==> config.mk <==
export PLATFORM = sky130hd
export DESIGN_NAME = radar_report_frame_parser_unit
export DESIGN_NICKNAME = d
export VERILOG_FILES = /design/src/rtl/rrfp_pkg.sv /design/src/rtl/rrfp_parser.sv /design/src/rtl/radar_report_frame_parser_unit.sv
export SDC_FILE = /design/constraint.sdc
export NUM_CORES = 1
export LEC_CHECK = 0
export ABC_CLOCK_PERIOD_IN_PS = 4960
export BUFFER_PORTS_ARGS = -buffer_cell sky130_fd_sc_hd__buf_2
export CAP_MARGIN = 5
export CORE_MARGIN = 2
export CORE_UTILIZATION = 55
export CTS_CLUSTER_DIAMETER = 150
export CTS_CLUSTER_SIZE = 10
export DETAILED_ROUTE_END_ITERATION = 10
export PLACE_DENSITY = 0.74
export SYNTH_ARGS = -nofsm -noshare
export SYNTH_HDL_FRONTEND = slang
export SYNTH_SLANG_ARGS = --single-unit
==> constraint.sdc <==
create_clock -name clk -period 4.96 [get_ports clk]
set_clock_uncertainty 0.2 [all_clocks]
set_input_delay 0.744 -clock clk [delete_from_list [all_inputs] [get_ports clk]]
set_output_delay 0.744 -clock clk [all_outputs]
set_load 0.005 [all_outputs]
==> src/rtl/rrfp_pkg.sv <==
`timescale 1ns / 1ps

package rrfp_pkg;

    localparam int RRFP_MAX_PAYLOAD = 64;
    localparam int RRFP_MIN_PAYLOAD = 3;

    // header F4 F3 F2 F1: first three bytes as a window, then the last byte
    localparam logic [23:0] HDR_FIRST3 = 24'hF4F3F2;
    localparam logic [7:0]  HDR_LAST   = 8'hF1;

    typedef struct packed {
        logic        valid;
        logic        detected;
        logic [15:0] distance_cm;
        logic        presence_changed;
        logic        previous_detected;
    } rrfp_result_t;

    function automatic logic [7:0] footer_byte(input logic [1:0] idx);
        logic [7:0] b;
        case (idx)
            2'd0:    b = 8'hF8;
            2'd1:    b = 8'hF7;
            2'd2:    b = 8'hF6;
            default: b = 8'hF5;
        endcase
        return b;
    endfunction

endpackage

==> src/rtl/rrfp_parser.sv <==
`timescale 1ns / 1ps

module rrfp_parser
    import rrfp_pkg::*;
#(
    parameter int MAX_PAYLOAD = RRFP_MAX_PAYLOAD
)
(
    input  logic         clk,
    input  logic         rst_n,
    input  logic         step,
    input  logic [7:0]   rx_byte,
    output rrfp_result_t result
);

    localparam int POS_W = $clog2(MAX_PAYLOAD + 1);

    localparam logic [1:0] PH_HUNT    = 2'd0;
    localparam logic [1:0] PH_LEN     = 2'd1;
    localparam logic [1:0] PH_PAYLOAD = 2'd2;
    localparam logic [1:0] PH_FOOTER  = 2'd3;

    logic [1:0]       phase_reg, phase_next;
    logic [23:0]      window_reg, window_next;
    logic [1:0]       fill_reg, fill_next;
    logic             len_step_reg, len_step_next;
    logic [7:0]       len_reg, len_next;
    logic [POS_W-1:0] pos_reg, pos_next;
    logic [7:0]       presence_reg, presence_next;
    logic [15:0]      distance_reg, distance_next;
    logic [1:0]       footer_reg, footer_next;
    logic             last_det_reg, last_det_next;

    logic [7:0]       pos_inc;
    logic             det;

    assign pos_inc = 8'(pos_reg) + 8'd1;
    assign det     = (presence_reg != 8'd0);

    always_comb
    begin
        phase_next    = phase_reg;
        window_next   = window_reg;
        fill_next     = fill_reg;
        len_step_next = len_step_reg;
        len_next      = len_reg;
        pos_next      = pos_reg;
        presence_next = presence_reg;
        distance_next = distance_reg;
        footer_next   = footer_reg;
        last_det_next = last_det_reg;
        result        = '0;

        case (phase_reg)
            PH_HUNT:
            begin
                if (fill_reg != 2'd3)
                begin
                    window_next = {window_reg[15:0], rx_byte};
                    fill_next   = fill_reg + 2'd1;
                end
                else if (window_reg == HDR_FIRST3 && rx_byte == HDR_LAST)
                begin
                    phase_next    = PH_LEN;
                    len_step_next = 1'b0;
                    fill_next     = 2'd0;
                end
                else
                begin
                    window_next = {window_reg[15:0], rx_byte};
                end
            end
            PH_LEN:
            begin
                if (!len_step_reg)
                begin
                    len_next      = rx_byte;
                    len_step_next = 1'b1;
                end
                else
                begin
                    len_step_next = 1'b0;
                    pos_next      = '0;
                    // nonzero high byte is always above the maximum
                    if (rx_byte != 8'd0 || len_reg < 8'(RRFP_MIN_PAYLOAD) ||
                        len_reg > 8'(MAX_PAYLOAD))
                    begin
                        phase_next = PH_HUNT;
                        fill_next  = 2'd0;
                    end
                    else
                    begin
                        phase_next = PH_PAYLOAD;
                    end
                end
            end
            PH_PAYLOAD:
            begin
                if (pos_reg == POS_W'(0))
                    presence_next = rx_byte;
                else if (pos_reg == POS_W'(1))
                    distance_next[7:0] = rx_byte;
                else if (pos_reg == POS_W'(2))
                    distance_next[15:8] = rx_byte;
                pos_next = POS_W'(pos_inc);
                if (pos_inc >= len_reg)
                begin
                    phase_next  = PH_FOOTER;
                    footer_next = 2'd0;
                end
            end
            default:
            begin
                if (rx_byte != footer_byte(footer_reg))
                begin
                    phase_next = PH_HUNT;
                    fill_next  = 2'd0;
                end
                else if (footer_reg != 2'd3)
                begin
                    footer_next = footer_reg + 2'd1;
                end
                else
                begin
                    result.valid             = step;
                    result.detected          = det;
                    result.distance_cm       = distance_reg;
                    result.presence_changed  = det ^ last_det_reg;
                    result.previous_detected = last_det_reg;
                    last_det_next            = det;
                    phase_next               = PH_HUNT;
                    fill_next                = 2'd0;
                end
            end
        endcase
    end

    always_ff @(posedge clk or negedge rst_n)
    begin
        if (!rst_n)
        begin
            phase_reg    <= PH_HUNT;
            window_reg   <= '0;
            fill_reg     <= '0;
            len_step_reg <= 1'b0;
            len_reg      <= '0;
            pos_reg      <= '0;
            presence_reg <= '0;
            distance_reg <= '0;
            footer_reg   <= '0;
            last_det_reg <= 1'b0;
        end
        else if (step)
        begin
            phase_reg    <= phase_next;
            window_reg   <= window_next;
            fill_reg     <= fill_next;
            len_step_reg <= len_step_next;
            len_reg      <= len_next;
            pos_reg      <= pos_next;
            presence_reg <= presence_next;
            distance_reg <= distance_next;
            footer_reg   <= footer_next;
            last_det_reg <= last_det_next;
        end
    end

endmodule

==> src/rtl/radar_report_frame_parser_unit.sv <==
`timescale 1ns / 1ps

// channel   dir  width  fields (low bit first)
// s_axis    in   8      rx_byte[7:0]
// m_axis    out  24     detected, distance_cm[15:0], presence_changed,
//                       previous_detected, zero fill
//
// one byte per cycle unless a report sits unclaimed: an input register feeds
// the frame state update, whose report lands in an output register.
// a byte waits in the input register only while a report sits unclaimed.
// rst_n clears the parser to hunting with an empty window and no detection.

module radar_report_frame_parser_unit
    import rrfp_pkg::*;
#(
    parameter int MAX_PAYLOAD = RRFP_MAX_PAYLOAD
)
(
    input  logic        clk,
    input  logic        rst_n,
    input  logic        s_axis_tvalid,
    output logic        s_axis_tready,
    input  logic [7:0]  s_axis_tdata,   // rx_byte[7:0]
    output logic        m_axis_tvalid,
    input  logic        m_axis_tready,
    output logic [23:0] m_axis_tdata    // detected, distance_cm, presence_changed,
                                        // previous_detected, 5'b0
);

    logic         in_vld_reg;
    logic [7:0]   in_byte_reg;
    logic         out_vld_reg;
    logic [18:0]  out_data_reg;
    logic         step;
    rrfp_result_t res;

    // parser advances whenever a byte is held and the output register can take a report
    assign step          = in_vld_reg && (!out_vld_reg || m_axis_tready);
    assign s_axis_tready = !in_vld_reg || step;

    rrfp_parser #(
        .MAX_PAYLOAD(MAX_PAYLOAD)
    ) u_parser (
        .clk    (clk),
        .rst_n  (rst_n),
        .step   (step),
        .rx_byte(in_byte_reg),
        .result (res)
    );

    always_ff @(posedge clk or negedge rst_n)
    begin
        if (!rst_n)
        begin
            in_vld_reg  <= 1'b0;
            out_vld_reg <= 1'b0;
        end
        else
        begin
            if (s_axis_tready)
                in_vld_reg <= s_axis_tvalid;
            if (step)
                out_vld_reg <= res.valid;
            else if (m_axis_tready)
                out_vld_reg <= 1'b0;
        end
    end

    always_ff @(posedge clk)
    begin
        if (s_axis_tvalid && s_axis_tready)
            in_byte_reg <= s_axis_tdata;
        if (step && res.valid)
            out_data_reg <= {res.previous_detected, res.presence_changed,
                             res.distance_cm, res.detected};
    end

    assign m_axis_tvalid = out_vld_reg;
    assign m_axis_tdata  = {5'b0, out_data_reg};

    a_changed_consistent: assert property (@(posedge clk) disable iff (!rst_n)
        m_axis_tvalid |-> (m_axis_tdata[17] == (m_axis_tdata[0] ^ m_axis_tdata[18])))
        else $error("presence_changed disagrees with detected and previous_detected");

    a_stall_only_on_output: assert property (@(posedge clk) disable iff (!rst_n)
        !s_axis_tready |-> (m_axis_tvalid && !m_axis_tready))
        else $error("input stalled without a pending report");

    a_no_report_without_byte: assert property (@(posedge clk) disable iff (!rst_n)
        (!m_axis_tvalid && !in_vld_reg) |=> !m_axis_tvalid)
        else $error("report appeared without a byte");

endmodule
# ---- Word level (Yosys, flattened, before mapping)
# Index checks and enable logic that the tools add are counted.
dict set report totals {
  ff_bits 100
  elab_cells 116
}
dict set report op_classes {
  n_addsub 3
  magnitude_cmp 3
  n_eq_ne 21
  mux 32
  bitwise_logic 9
  reduce_logical 33
}
# op count
set ops {}
lappend ops {{two-way mux 20 bit} 3}
lappend ops {{two-way mux 24 bit} 2}
lappend ops {{two-way mux 2 bit} 14}
lappend ops {{== test 24 bit (second input constant)} 1}
lappend ops {{nonzero test 8 bit} 2}
lappend ops {{case mux 7 bit (2 select lines)} 1}
lappend ops {{case mux 2 bit (3 select lines)} 2}
lappend ops {{case mux 4 bit (3 select lines)} 1}
lappend ops {{AND reduction 3 bit} 4}
lappend ops {{AND reduction 4 bit} 3}
lappend ops {{AND reduction 6 bit} 2}
lappend ops {{!= test 2 x 1 -> 1 bit (second input constant)} 5}
lappend ops {{AND reduction 5 bit} 2}
lappend ops {{adder 7 x 1 -> 8 bit (second input constant)} 1}
lappend ops {{== test 8 bit (second input constant)} 1}
lappend ops {{greater-or-equal comparator 8 bit} 1}
lappend ops {{greater-than comparator 8 x 7 -> 1 bit (second input constant)} 1}
lappend ops {{less-than comparator 8 x 2 -> 1 bit (second input constant)} 1}
lappend ops {{two-way mux 8 bit} 1}
lappend ops {{!= test 2 bit (second input constant)} 4}
lappend ops {{!= test 8 bit} 1}
lappend ops {{inverter 1 bit} 8}
lappend ops {{nonzero test 2 bit} 4}
lappend ops {{== test 7 x 1 -> 1 bit (second input constant)} 1}
lappend ops {{20 further kinds} 35}

# ---- Depth between registers and ports, before layout
# Gate-level depths: netlist of the first run.
dict set report logic_depth {
  word_depth 7
  depth_mapped 10
  mapped_depth_nobuf 10
}

# ---- Hierarchy
# A second synthesis of the first run with hierarchy kept.
dict set report hier_totals {
  cells_unflattened 345
  hier_area_um2 4718.3
}
# module n_inst cells_each area_each_um2
set modules_own_cells {}
lappend modules_own_cells {rrfp_parser 1 302 3757.4}
lappend modules_own_cells {radar_report_frame_parser_unit 1 43 960.9}

# ---- Worst setup path before layout of the first run
# Ideal clock, no wire load.
dict set report synth_path {
  path_kind {reg2reg}
  from {register u_parser.footer_reg[0]}
  to {register out_data_reg[0], enable pin}
  setup_ns 0.374
  arrival_ns 2.039
  required_time_ns 4.386
  slack_ns 2.347
  stages_incl_launch_ff 9
  path_buffers 1
  synth_period_minus_slack_ns 2.613
  path_cell_list {dfrtp_1 inv_1 ha_1 xnor2_1 nand2_1 nor4_1 clkbuf_1 nand2_1 inv_1}
}
dict set report synth_via {
  elab_chain_len 7
  word_cells_on_any_way 11
}
# item line_no
set synth_lines {}
lappend synth_lines {{start: declaration} rrfp_parser.sv:31} ;# logic [1:0] footer_reg, footer_next;
lappend synth_lines {{start signal: assignment} rrfp_parser.sv:163} ;# footer_reg <= footer_next;
lappend synth_lines {{== test 2 bit, or another cell as far along} rrfp_pkg.sv:22} ;# case (idx)
lappend synth_lines {{case mux 4 bit (3 select lines)} rrfp_pkg.sv:22}
lappend synth_lines {{two-way mux 8 bit} rrfp_parser.sv:54} ;# case (phase_reg)
lappend synth_lines {{!= test 8 bit} rrfp_parser.sv:114} ;# if (rx_byte != footer_byte(footer_reg))
lappend synth_lines {{two-way mux 20 bit (*)} rrfp_parser.sv:114}
lappend synth_lines {{two-way mux 20 bit (*)} rrfp_parser.sv:54}
lappend synth_lines {{logical AND 1 bit (*)} radar_report_frame_parser_unit.sv:73} ;# if (step && res.valid)
lappend synth_lines {{end signal: assignment} radar_report_frame_parser_unit.sv:74} ;# out_data_reg <= {res.previous_detected, res.presence_changed,
lappend synth_lines {{end: declaration} radar_report_frame_parser_unit.sv:33} ;# logic [18:0] out_data_reg;
# Every way passes the cells marked *; elsewhere a longest branch is shown, timed or not. The select of a mux whose other input is x is not followed.
# A chain may end at the register's enable or synchronous reset.

# ---- Worst setup path after layout of the first run
dict set report layout_path {
  from {register u_parser.footer_reg[0]}
  to {register out_data_reg[8], enable pin}
}
# Same word-level chain as after synthesis.

==> results.txt, run 1 <==
Clock buffer count from CTS: 9
Drt pass-1 iters: 4
Root buffer cell: clkbuf_8
Die ar.: 9136 sq um
Power Total: 0.002630 W
Pwr dens: 517.6 nW/um^2
Share of cells above drive strength 1: 0.2938
Final Hold Vio Count: 0
Most frequent cells in the layout: dfrtp_1 (73), mux2_2 (37), buf_2 (32), edfxtp_1 (27)
Vias in the first global route: 2917
Initial antenna violation count: 0
Multi-input combinational cell area: 1854 sq um
H-tree Lvls: 3
Antenna-violating nets left: 0
Fin crit period: 2.947 ns
Leakage: 2.424 nW
Drt wl/cell: 17.17 microns
DRT iter0 DRCs: 73
Fmax: 339.4 MHz
Die height: 95.59 microns
Setup-failing EPs final: 0
Status: finished clean
VDD IR max: 0.2404 mV
Core area: 8175 sq um
Post-CTS Setup Inserts: 0
Grt total ovfl: 0
Number of enable flip-flop cells after synthesis: 27
Syn avg cell area: 13.29 sq um
I/O Pins: 38
Seq cells post-synth: 100
Relative slew margins: 0.3783
Vias: 2797
Synth Flop Type: dfrtp_1
Arrival time at the worst endpoint: 2.74 ns
CTS tree: done
Startpoint types: register
Drt total wl: 8466 microns
Area grow syn2layout: 10.17%
ANT cells: 0
Starting Density: 0.5643
Total negative setup slack: 0 ns
Period utilization: 0.5941
Chip width: 95.59 microns
# port buffers: 32
RSZ-0062 raised after global routing: false
Post-route cell area: 5082 sq um
Drt via density: 5.673
Final Max Slew Viols: 0
Netlist cell types: 47
Pin count of the biggest net entering global routing: 42
Row cnt: 33
Async SR Flop Fraction: 0.7300
Gate count after technology mapping: 347
Clock latency at the later pin of the worst-skew pair: 0.37 ns
Final #Nets: 411
Gr usage total: 0.2054
RD Place Congestion: 0.8122
Clock sink count: 100
FILL cells: 658
Max reg flops: 24
Seq/Total Area, Yosys: 0.5717
Critical Path End Type: register
Hold WC Path Type: input pin to async pin
DRC violations left: 0
CP Class: register to register
Clock Pin Slew Worst Setup and Hold Paths: 0.10 ns
Critical path required time: 4.76 ns
CTS Buffer Depth: 2
Post-Syn Area: 4613 sq um
Yosys warns: 0
Hold buffers post-CTS: 0
Crit Path Max Fanout: 20
Global-route wire length before repair: 14080 microns
Max cap viols: 0
Post_cts resized: 0
Dpl hpwl: 5822 microns
Register area: 2638 sq um
DP Area: 4862 sq um
Most common library cell in the layout ignoring fill and taps: dfrtp_1
Slew @ Worst Pin: 0.9325 ns
==> power by group <==
| part | leakage [nW] | switching (W) | internal, W |
|---|---|---|---|
| registers | 1.22 | 0.000219 | 0.00109 |
| logic | 1.09 | 0.000323 | 0.000435 |
| clock network | 0.114 | 0.000282 | 0.000287 |
==> synthesized netlist by cell type (2+ instances only) <==
cell       n  area share
nor4_1     6      0.0081
nand3_1    6      0.0065
clkbuf_1   7      0.0057
nand2b_1   4      0.0054
mux2_4    20       0.065
nand2_1   21       0.017
xor2_1     5      0.0095
or4_1      3      0.0049
and3_1     6      0.0081
dfrtp_1   73        0.40
mux2_2    37       0.090
a31oi_1    5      0.0068
nand4_1    4      0.0054
buf_4      5      0.0081
a311oi_1   4      0.0076
a21oi_1   12       0.013
a22o_1     2      0.0038
xnor2_1    5      0.0095
edfxtp_1  27        0.18
inv_1     15       0.012
nor3_1     3      0.0033
buf_6      2      0.0049
and2_1    21       0.028
ha_1      16       0.043
nor2b_1    3      0.0041
o21ai_0    5      0.0054
nor2_1    10      0.0081
==> cells by family after synthesis <==
| logic type | Yosys count | synth area share |
|---|---|---|
| AOI/OAI and AO/OA | 39 | 0.05832 |
| xor gates and xnor gates | 10 | 0.01898 |
| adders and majority gates | 16 | 0.04340 |
| buffers and inverters | 29 | 0.03092 |
| DFF | 100 | 0.5717 |
| muxes | 57 | 0.1554 |
| other | 1 | 0.0008129 |
| and+or+nand+nor | 95 | 0.1204 |
==> critical path, cell delays in order, from the launching register on <==
cell and delay [ns]:
dfrtp_1 0.41, inv_1 0.10, ha_1 0.33, xnor2_1 0.17, nand2_1 0.11, nor4_2 0.28, buf_4 0.27, nand2_1 0.15
inv_1 0.55
==> routing by layer <==
layer | global-route usage | up-vias | part of all wire
met1 | 0.2653 | 1416 | 0.45
met5 | 0 | - | 0
li1 | - | 1311 | -
met3 | 0.04980 | 15 | 0.037
met4 | 0.06786 | 0 | 0.017
met2 | 0.3409 | 55 | 0.50
==> final cells by class <==
| type | count | area share |
|---|---|---|
| clock buffers | 9 | 0.02437 |
| inverters | 15 | 0.01108 |
| multi-input cells | 222 | 0.3648 |
| well taps | 105 | 0.02585 |
| clock inverters | 7 | 0.01896 |
| repair buffers | 35 | 0.03594 |
| flip-flops and latches | 100 | 0.5190 |
==> final timing paths <==
kind / from / end / slack (ns) / cells past startpoint
max: u_parser.footer_reg[0] / out_data_reg[8] / 2.01 / 8
min: rst_n / u_parser.window_reg[21] / 0.30 / 1
max reg2reg: u_parser.footer_reg[0] / out_data_reg[8] / 2.01 / 8
min reg2reg: u_parser.fill_reg[1] / u_parser.fill_reg[1] / 0.30 / 1
max in group asynchronous: rst_n / u_parser.window_reg[5] / 3.26 / 2
min in group clk: u_parser.fill_reg[1] / u_parser.fill_reg[1] / 0.30 / 1
==> stage by stage <==
stage,util,hold slack (ns),setup slack [ns],instances
after floorplan,-,0.2484,2.347,351
after global placement,0.5947,0.2814,2.145,477
after detailed placement,0.5947,0.2861,2.022,477
after CTS,0.6217,0.3078,1.988,493
after global routing,0.6217,0.3244,1.755,493
final,0.6217,0.3007,2.014,493
(Power assumes the default switching activity.)
==> run 2: changes to the inputs <==
- ABC_CLOCK_PERIOD_IN_PS: 4960 -> 2600
- CORE_UTILIZATION: 55 -> 54
- PLACE_DENSITY: 0.74 -> 0.76
- clock period: 4.96 -> 2.6 ns (I/O delays scaled with it)
==> run 2 against run 1 <==
Clock power grew 62%; hold slack got worse by 0.26 ns; maximum frequency is 16% higher; sequential power increased by 87%; non-clock buffer count rose by 31; utilization rose by 2.9 points; sequential cell count is the same; critical path type unchanged; critical endpoint is now u_parser.footer_reg[1]; highest routed layer unchanged.
==> results.txt, run 2 (synthesis results as in run 1) <==
Status: finished clean (unchanged)
Placed insts: 494 (was 477)
Core Util, Final: 0.6511 (was 0.6217)
Startpoint types: register (unchanged)
Reg power frac: 0.484 (was 0.496)
Crit Path Max Fanout: 6 (was 20)
Worst path max stage delay: 0.45 ns (was 0.55 ns)
Fmax: 393.2 MHz (was 339.4 MHz)
Die height: 96.43 microns (was 95.59 microns)
Die ar.: 9298 sq um (was 9136 sq um)
Row cnt: 33 (unchanged)
Pwr dens: 935.1 nW/um^2 (was 517.6 nW/um^2)
FILL cells: 606 (was 658)
ANT cells: 0 (unchanged)
Leakage: 2.553 nW (was 2.424 nW)
Clock latency at the later pin of the worst-skew pair: 0.37 ns (about the same)
Crit-path cells: ha_1 > buf_4 > xor2_1 > ha_1 > and3_1 > o21ai_1 > a31oi_2 > buf_4 > o221ai_2 > nand2_1 > o21ai_0 (was inv_1 > ha_1 > xnor2_1 > nand2_1 > nor4_2 > buf_4 > nand2_1 > inv_1)
DRC violations left: 0 (unchanged)
Busiest metal layer after global routing: met2 (unchanged)
Critical path required time: 2.67 ns (was 4.76 ns)
Clock sink count: 100 (unchanged)
Pin count of the biggest net entering global routing: 53 (was 42)
Gr usage total: 0.2051 (was 0.2054)
Vias: 2907 (was 2797)
Hold WC Path Type: input pin to register (was input pin to async pin)
H-tree Lvls: 3 (unchanged)
M2 GR Usage: 0.3507 (was 0.3409)
Share of cells above drive strength 1: 0.3461 (was 0.2938)
DRT iter0 DRCs: 130 (was 73)
GRT met1 Usage: 0.2639 (was 0.2653)
Vias in the first global route: 2883 (was 2917)
Clock buffer count from CTS: 9 (unchanged)
CP top delay family: compound AO/OA/AOI/OAI gates (was buffers and inverters)
Global-route wire length before repair: 14160 microns (was 14080 microns)
CP Class: register to register (unchanged)
Cell Count, Final, Fillers Out: 524 (was 493)
Root buffer cell: clkbuf_8 (unchanged)
CTS tree: done (unchanged)
CTS Buffer Depth: 2 (unchanged)
Initial antenna violation count: 0 (unchanged)
WHS: 0.03663 ns (was 0.3007 ns)
Most frequent cells in the layout: dfrtp_1 (71), mux2_2 (37), buf_2 (32), edfxtp_1 (27), buf_4 (22) (was dfrtp_1 (73), mux2_2 (37), buf_2 (32), edfxtp_1 (27))
Switching pwr: 0.001660 W (was 0.0008236 W)
Drt pass-1 iters: 4 (unchanged)
Clock power frac: 0.184 (was 0.216)
Setup-failing EPs final: 0 (unchanged)
Final Hold Vio Count: 0 (unchanged)
Max reg flops: 24 (unchanged)
Total negative setup slack: 0 ns (unchanged)
Core area: 8258 sq um (was 8175 sq um)
CP max-delay cell: dfrtp_2 (was inv_1)
Grt total ovfl: 0 (unchanged)
Period utilization: 0.9782 (was 0.5941)
Comb power frac: 0.333 (was 0.288)
Buf/Inv on CP: 2 (was 3)
Dpl hpwl: 6166 microns (was 5822 microns)
Area grow syn2layout: 16.54% (was 10.17%)
Met3 Resource Use GR: 0.04267 (was 0.04980)
Critical Path End Type: register (unchanged)
Chip width: 96.43 microns (was 95.59 microns)
Slew @ Worst Pin: 0.5526 ns (was 0.9325 ns)
Arrival time at the worst endpoint: 2.61 ns (was 2.74 ns)
# port buffers: 32 (unchanged)
Most common library cell in the layout ignoring fill and taps: dfrtp_1 (unchanged)
Power Internal: 0.003367 W (was 0.001807 W)
I/O Pins: 38 (unchanged)
VDD IR max: 0.5895 mV (was 0.2404 mV)
Starting Density: 0.5586 (was 0.5643)
Final Max Slew Viols: 0 (unchanged)
RD Place Congestion: 0.8740 (was 0.8122)
Drt wl/cell: 16.83 microns (was 17.17 microns)
Fin crit period: 2.543 ns (was 2.947 ns)
Drt total wl: 8819 microns (was 8466 microns)
Max cap viols: 0 (unchanged)
Final #Nets: 442 (was 411)
Antenna-violating nets left: 0 (unchanged)
Clock Pin Slew Worst Setup and Hold Paths: 0.10 ns (about the same)
Drt via density: 5.548 (was 5.673)
Fraction of power spent switching nets: 0.3302 (was 0.3131)
Relative slew margins: 0.6316 (was 0.3783)
run 2: repair_timing:
| action | 4_1_cts | 5_1_grt |
|---|---|---|
| endpoints found under the setup margin | 0 | 47 |
| setup buffers | 0 | 5 |
| hold buffers | 9 | 0 |
| hold endpoints to repair | 29 | 0 |
| resized for setup | 0 | 11 |
run 2: layout make-up:
class	instances	area (sq um)	share of cell area
Multi-Input combinational cell	222	1887	0.3509
Clock inverter	7	58.81	0.01094
Clock buffer	9	123.9	0.02304
Tap cell	105	131.4	0.02444
Inverter	15	60.06	0.01117
Sequential cell	100	2640	0.4910
Timing Repair Buffer	66	475.5	0.08843
run 2: through the flow:
step                worst slack (ns)  instance area, sq um  total power (W)
floorplan                     0.1468                  4632         0.003611
global placement              0.1198                  5019         0.003950
detailed placement           0.05007                  5019         0.004035
CTS                          0.01862                  5291         0.004976
global route                -0.09879                  5376         0.005337
finish                       0.05659                  5376         0.005028
run 2: power by group through the flow:
stage | Clock, W | Sequential (W) | Combinational, W
3_3_place_gp | 0 | 0.00243 | 0.00152
2_1_floorplan | 0 | 0.00234 | 0.00128
3_5_place_dp | 0 | 0.00245 | 0.00158
5_1_grt | 0.00100 | 0.00250 | 0.00184
4_1_cts | 0.000946 | 0.00242 | 0.00161
6_report | 0.000923 | 0.00243 | 0.00167
run 2: path summary, 6_finish.rpt:
| kind | startpoint | to | slack (ns) | cells after the start |
|---|---|---|---|---|
| worst min register to register | u_parser.distance_reg[12] | u_parser.distance_reg[12] | 0.30 | 1 |
| min in group asynchronous | rst_n | u_parser.window_reg[19] | 0.35 | 2 |
| worst max register to register | u_parser.pos_reg[0] | u_parser.footer_reg[1] | 0.06 | 11 |
| max in group asynchronous | rst_n | u_parser.window_reg[9] | 1.18 | 3 |
| worst max-delay path | u_parser.pos_reg[0] | u_parser.footer_reg[1] | 0.06 | 11 |
| worst min-delay path | s_axis_tvalid | in_vld_reg | 0.04 | 2 |
run 2: layer usage:
layer,up-vias,share of wire
li1,1384,-
met1,1455,0.44
met2,53,0.51
met3,15,0.036
met4,0,0.014
met5,-,0
==> run 3: changes to the inputs <==
- ABC_CLOCK_PERIOD_IN_PS: 2600 -> 3170
- CORE_UTILIZATION: 54 -> 55
- CTS_BUF_LIST: default -> sky130_fd_sc_hd__clkbuf_16
- PLACE_DENSITY: 0.76 -> 0.74
- clock period: 2.6 -> 3.17 ns (I/O delays scaled with it)
==> run 3 against run 2 <==
Clock-buffer cell count unchanged; sequential power down 17%; total power down 11%; largest power group unchanged; maximum frequency down 6.6%; highest routed layer unchanged; die area down 1.7%; via count down 3.0%.
==> results.txt, run 3 (synthesis results as in run 1) <==
Status: finished clean (unchanged)
GRT met1 Usage: 0.2720 (was 0.2639)
Die height: 95.59 microns (was 96.43 microns)
Drt via density: 5.606 (was 5.548)
Area grow syn2layout: 14.51% (was 16.54%)
Critical path required time: 3.20 ns (was 2.67 ns)
Relative slew margins: 0.4536 (was 0.6316)
Clock latency at the later pin of the worst-skew pair: 0.34 ns (was 0.37 ns)
Max cap viols: 0 (unchanged)
Clock Pin Slew Worst Setup and Hold Paths: 0.07 ns (was 0.10 ns)
RSZ-0062 raised after global routing: false
Die ar.: 9136 sq um (was 9298 sq um)
Busiest metal layer after global routing: met2 (unchanged)
Critical Path End Type: register (unchanged)
Antenna-violating nets left: 0 (unchanged)
Slew @ Worst Pin: 0.8196 ns (was 0.5526 ns)
Met3 Resource Use GR: 0.04111 (was 0.04267)
Leakage: 2.523 nW (was 2.553 nW)
VDD IR max: 0.4326 mV (was 0.5895 mV)
Hold WC Path Type: input pin to async pin (was input pin to register)
ANT cells: 0 (unchanged)
Initial antenna violation count: 0 (unchanged)
Most common library cell in the layout ignoring fill and taps: dfrtp_1 (unchanged)
DRT iter0 DRCs: 156 (was 130)
Dpl hpwl: 6129 microns (was 6166 microns)
CP Class: register to register (unchanged)
Gr usage total: 0.2081 (was 0.2051)
Buf/Inv on CP: 1 (was 2)
Clock sink count: 100 (unchanged)
Setup-failing EPs final: 0 (unchanged)
Power Total: 0.004458 W (was 0.005028 W)
Drt total wl: 8695 microns (was 8819 microns)
Crit Path Max Fanout: 24 (was 6)
Total negative setup slack: 0 ns (unchanged)
R2R Path End: u_parser.window_reg[15] (was u_parser.footer_reg[1])
Final #Nets: 421 (was 442)
CTS Buffer Depth: 2 (unchanged)
Chip width: 95.59 microns (was 96.43 microns)
Pin count of the biggest net entering global routing: 40 (was 53)
Crit-path cells: nor4b_1 > nand4_1 > nor4_4 > nand2_2 > o21ai_2 > buf_4 > mux2_2 (was ha_1 > buf_4 > xor2_1 > ha_1 > and3_1 > o21ai_1 > a31oi_2 > buf_4 > o221ai_2 > nand2_1 > o21ai_0)
Vias: 2820 (was 2907)
Startpoint types: register (unchanged)
Period utilization: 0.8587 (was 0.9782)
Worst reg2reg startpoint: u_parser.window_reg[3] (was u_parser.pos_reg[0])
CP top delay family: simple AND/OR/NAND/NOR gates (was compound AO/OA/AOI/OAI gates)
Core area: 8175 sq um (was 8258 sq um)
Hold buffers post-CTS: 0 (was 9)
Fin crit period: 2.722 ns (was 2.543 ns)
I/O Pins: 38 (unchanged)
Drt wl/cell: 17.29 microns (was 16.83 microns)
Worst path max stage delay: 0.43 ns (was 0.45 ns)
Most frequent cells in the layout: dfrtp_1 (73), mux2_2 (37), buf_2 (32), edfxtp_1 (27) (was dfrtp_1 (71), mux2_2 (37), buf_2 (32), edfxtp_1 (27), buf_4 (22))
Post-CTS Setup Inserts: 0 (unchanged)
Placed insts: 487 (was 494)
Final Max Slew Viols: 0 (unchanged)
CP max-delay cell: nor4b_1 (was dfrtp_2)
Post_cts resized: 0 (unchanged)
Fmax: 367.4 MHz (was 393.2 MHz)
Vias in the first global route: 2870 (was 2883)
Path depth of the worst reg2reg path: 7 (was 11)
Drt pass-1 iters: 4 (unchanged)
Pwr dens: 843.9 nW/um^2 (was 935.1 nW/um^2)
M2 GR Usage: 0.3520 (was 0.3507)
H-tree Lvls: 3 (unchanged)
Row cnt: 33 (unchanged)
Number of stages on the worst setup path: 7 (was 11)
Share of cells above drive strength 1: 0.3116 (was 0.3461)
Reg-to-reg slack, setup: 0.45 ns (was 0.06 ns)
Grt total ovfl: 0 (unchanged)
# port buffers: 32 (unchanged)
CTS tree: done (unchanged)
Root buffer cell: clkbuf_16 (was clkbuf_8)
Final Hold Vio Count: 0 (unchanged)
Cell Count, Final, Fillers Out: 503 (was 524)
RD Place Congestion: 0.8081 (was 0.8740)
Core Util, Final: 0.6462 (was 0.6511)
Clock buffer count from CTS: 9 (unchanged)
DRC violations left: 0 (unchanged)
Global-route wire length before repair: 14270 microns (was 14160 microns)
Arrival time at the worst endpoint: 2.75 ns (was 2.61 ns)
Starting Density: 0.5643 (was 0.5586)
Max reg flops: 24 (unchanged)
run 3: cell types whose count changed in the layout (fill, tap and decap cells not counted), moves of 9 or more:
cell / previous run / this run
clkbuf_8: 9 / 0
clkbuf_16: 0 / 9
dlygate4sd3_1: 9 / 0
buf_4: 22 / 12
run 3: layout make-up:
class | count | area (sq um)
repair buffers | 45 | 270.3
inverters | 15 | 56.30
flip-flops and latches | 100 | 2638
clock inverters | 7 | 107.6
multi-input cells | 222 | 1854
well taps | 105 | 131.4
clock buffers | 9 | 225.2
fillers | 604 | 2893
run 3: how the worst max path moves through the flow:
stage	startpoint	to	slack, ns
2_1_floorplan	u_parser.footer_reg[0]	out_data_reg[0]	0.56
3_3_place_gp	in_byte_reg[1]	u_parser.window_reg[15]	0.59
3_5_place_dp	u_parser.window_reg[3]	u_parser.window_reg[13]	0.49
4_1_cts	u_parser.window_reg[3]	u_parser.window_reg[15]	0.42
5_1_grt	u_parser.pos_reg[0]	u_parser.phase_reg[1]	0.28
6_report	u_parser.window_reg[3]	u_parser.window_reg[15]	0.45
run 3: metal layers:
| metal | up-vias | wire (microns) | part of all wire |
|---|---|---|---|
| met2 | 56 | 4438 | 0.51 |
| met4 | 0 | 108 | 0.012 |
| met1 | 1412 | 3802 | 0.44 |
| met5 | - | 0 | 0 |
| met3 | 13 | 345 | 0.040 |
| li1 | 1339 | - | - |
run 3: power by group:
part / internal [W] / switching, W / leakage (nW)
clock network: 0.000705 / 0.000495 / 0.160
logic: 0.000698 / 0.000552 / 1.14
registers: 0.00170 / 0.000308 / 1.22
run 3: through the flow:
| stage | cell area [sq um] | worst slack [ns] | hold slack, ns |
|---|---|---|---|
| 6_report | 5283 | 0.4479 | 0.02696 |
| 5_1_grt | 5283 | 0.2812 | 0.09688 |
| 4_1_cts | 5283 | 0.4198 | 0.05905 |
| 3_5_place_dp | 4950 | 0.4895 | 0.2863 |
| 3_3_place_gp | 4950 | 0.5939 | 0.2798 |
| 2_1_floorplan | 4628 | 0.5571 | -0.02009 |
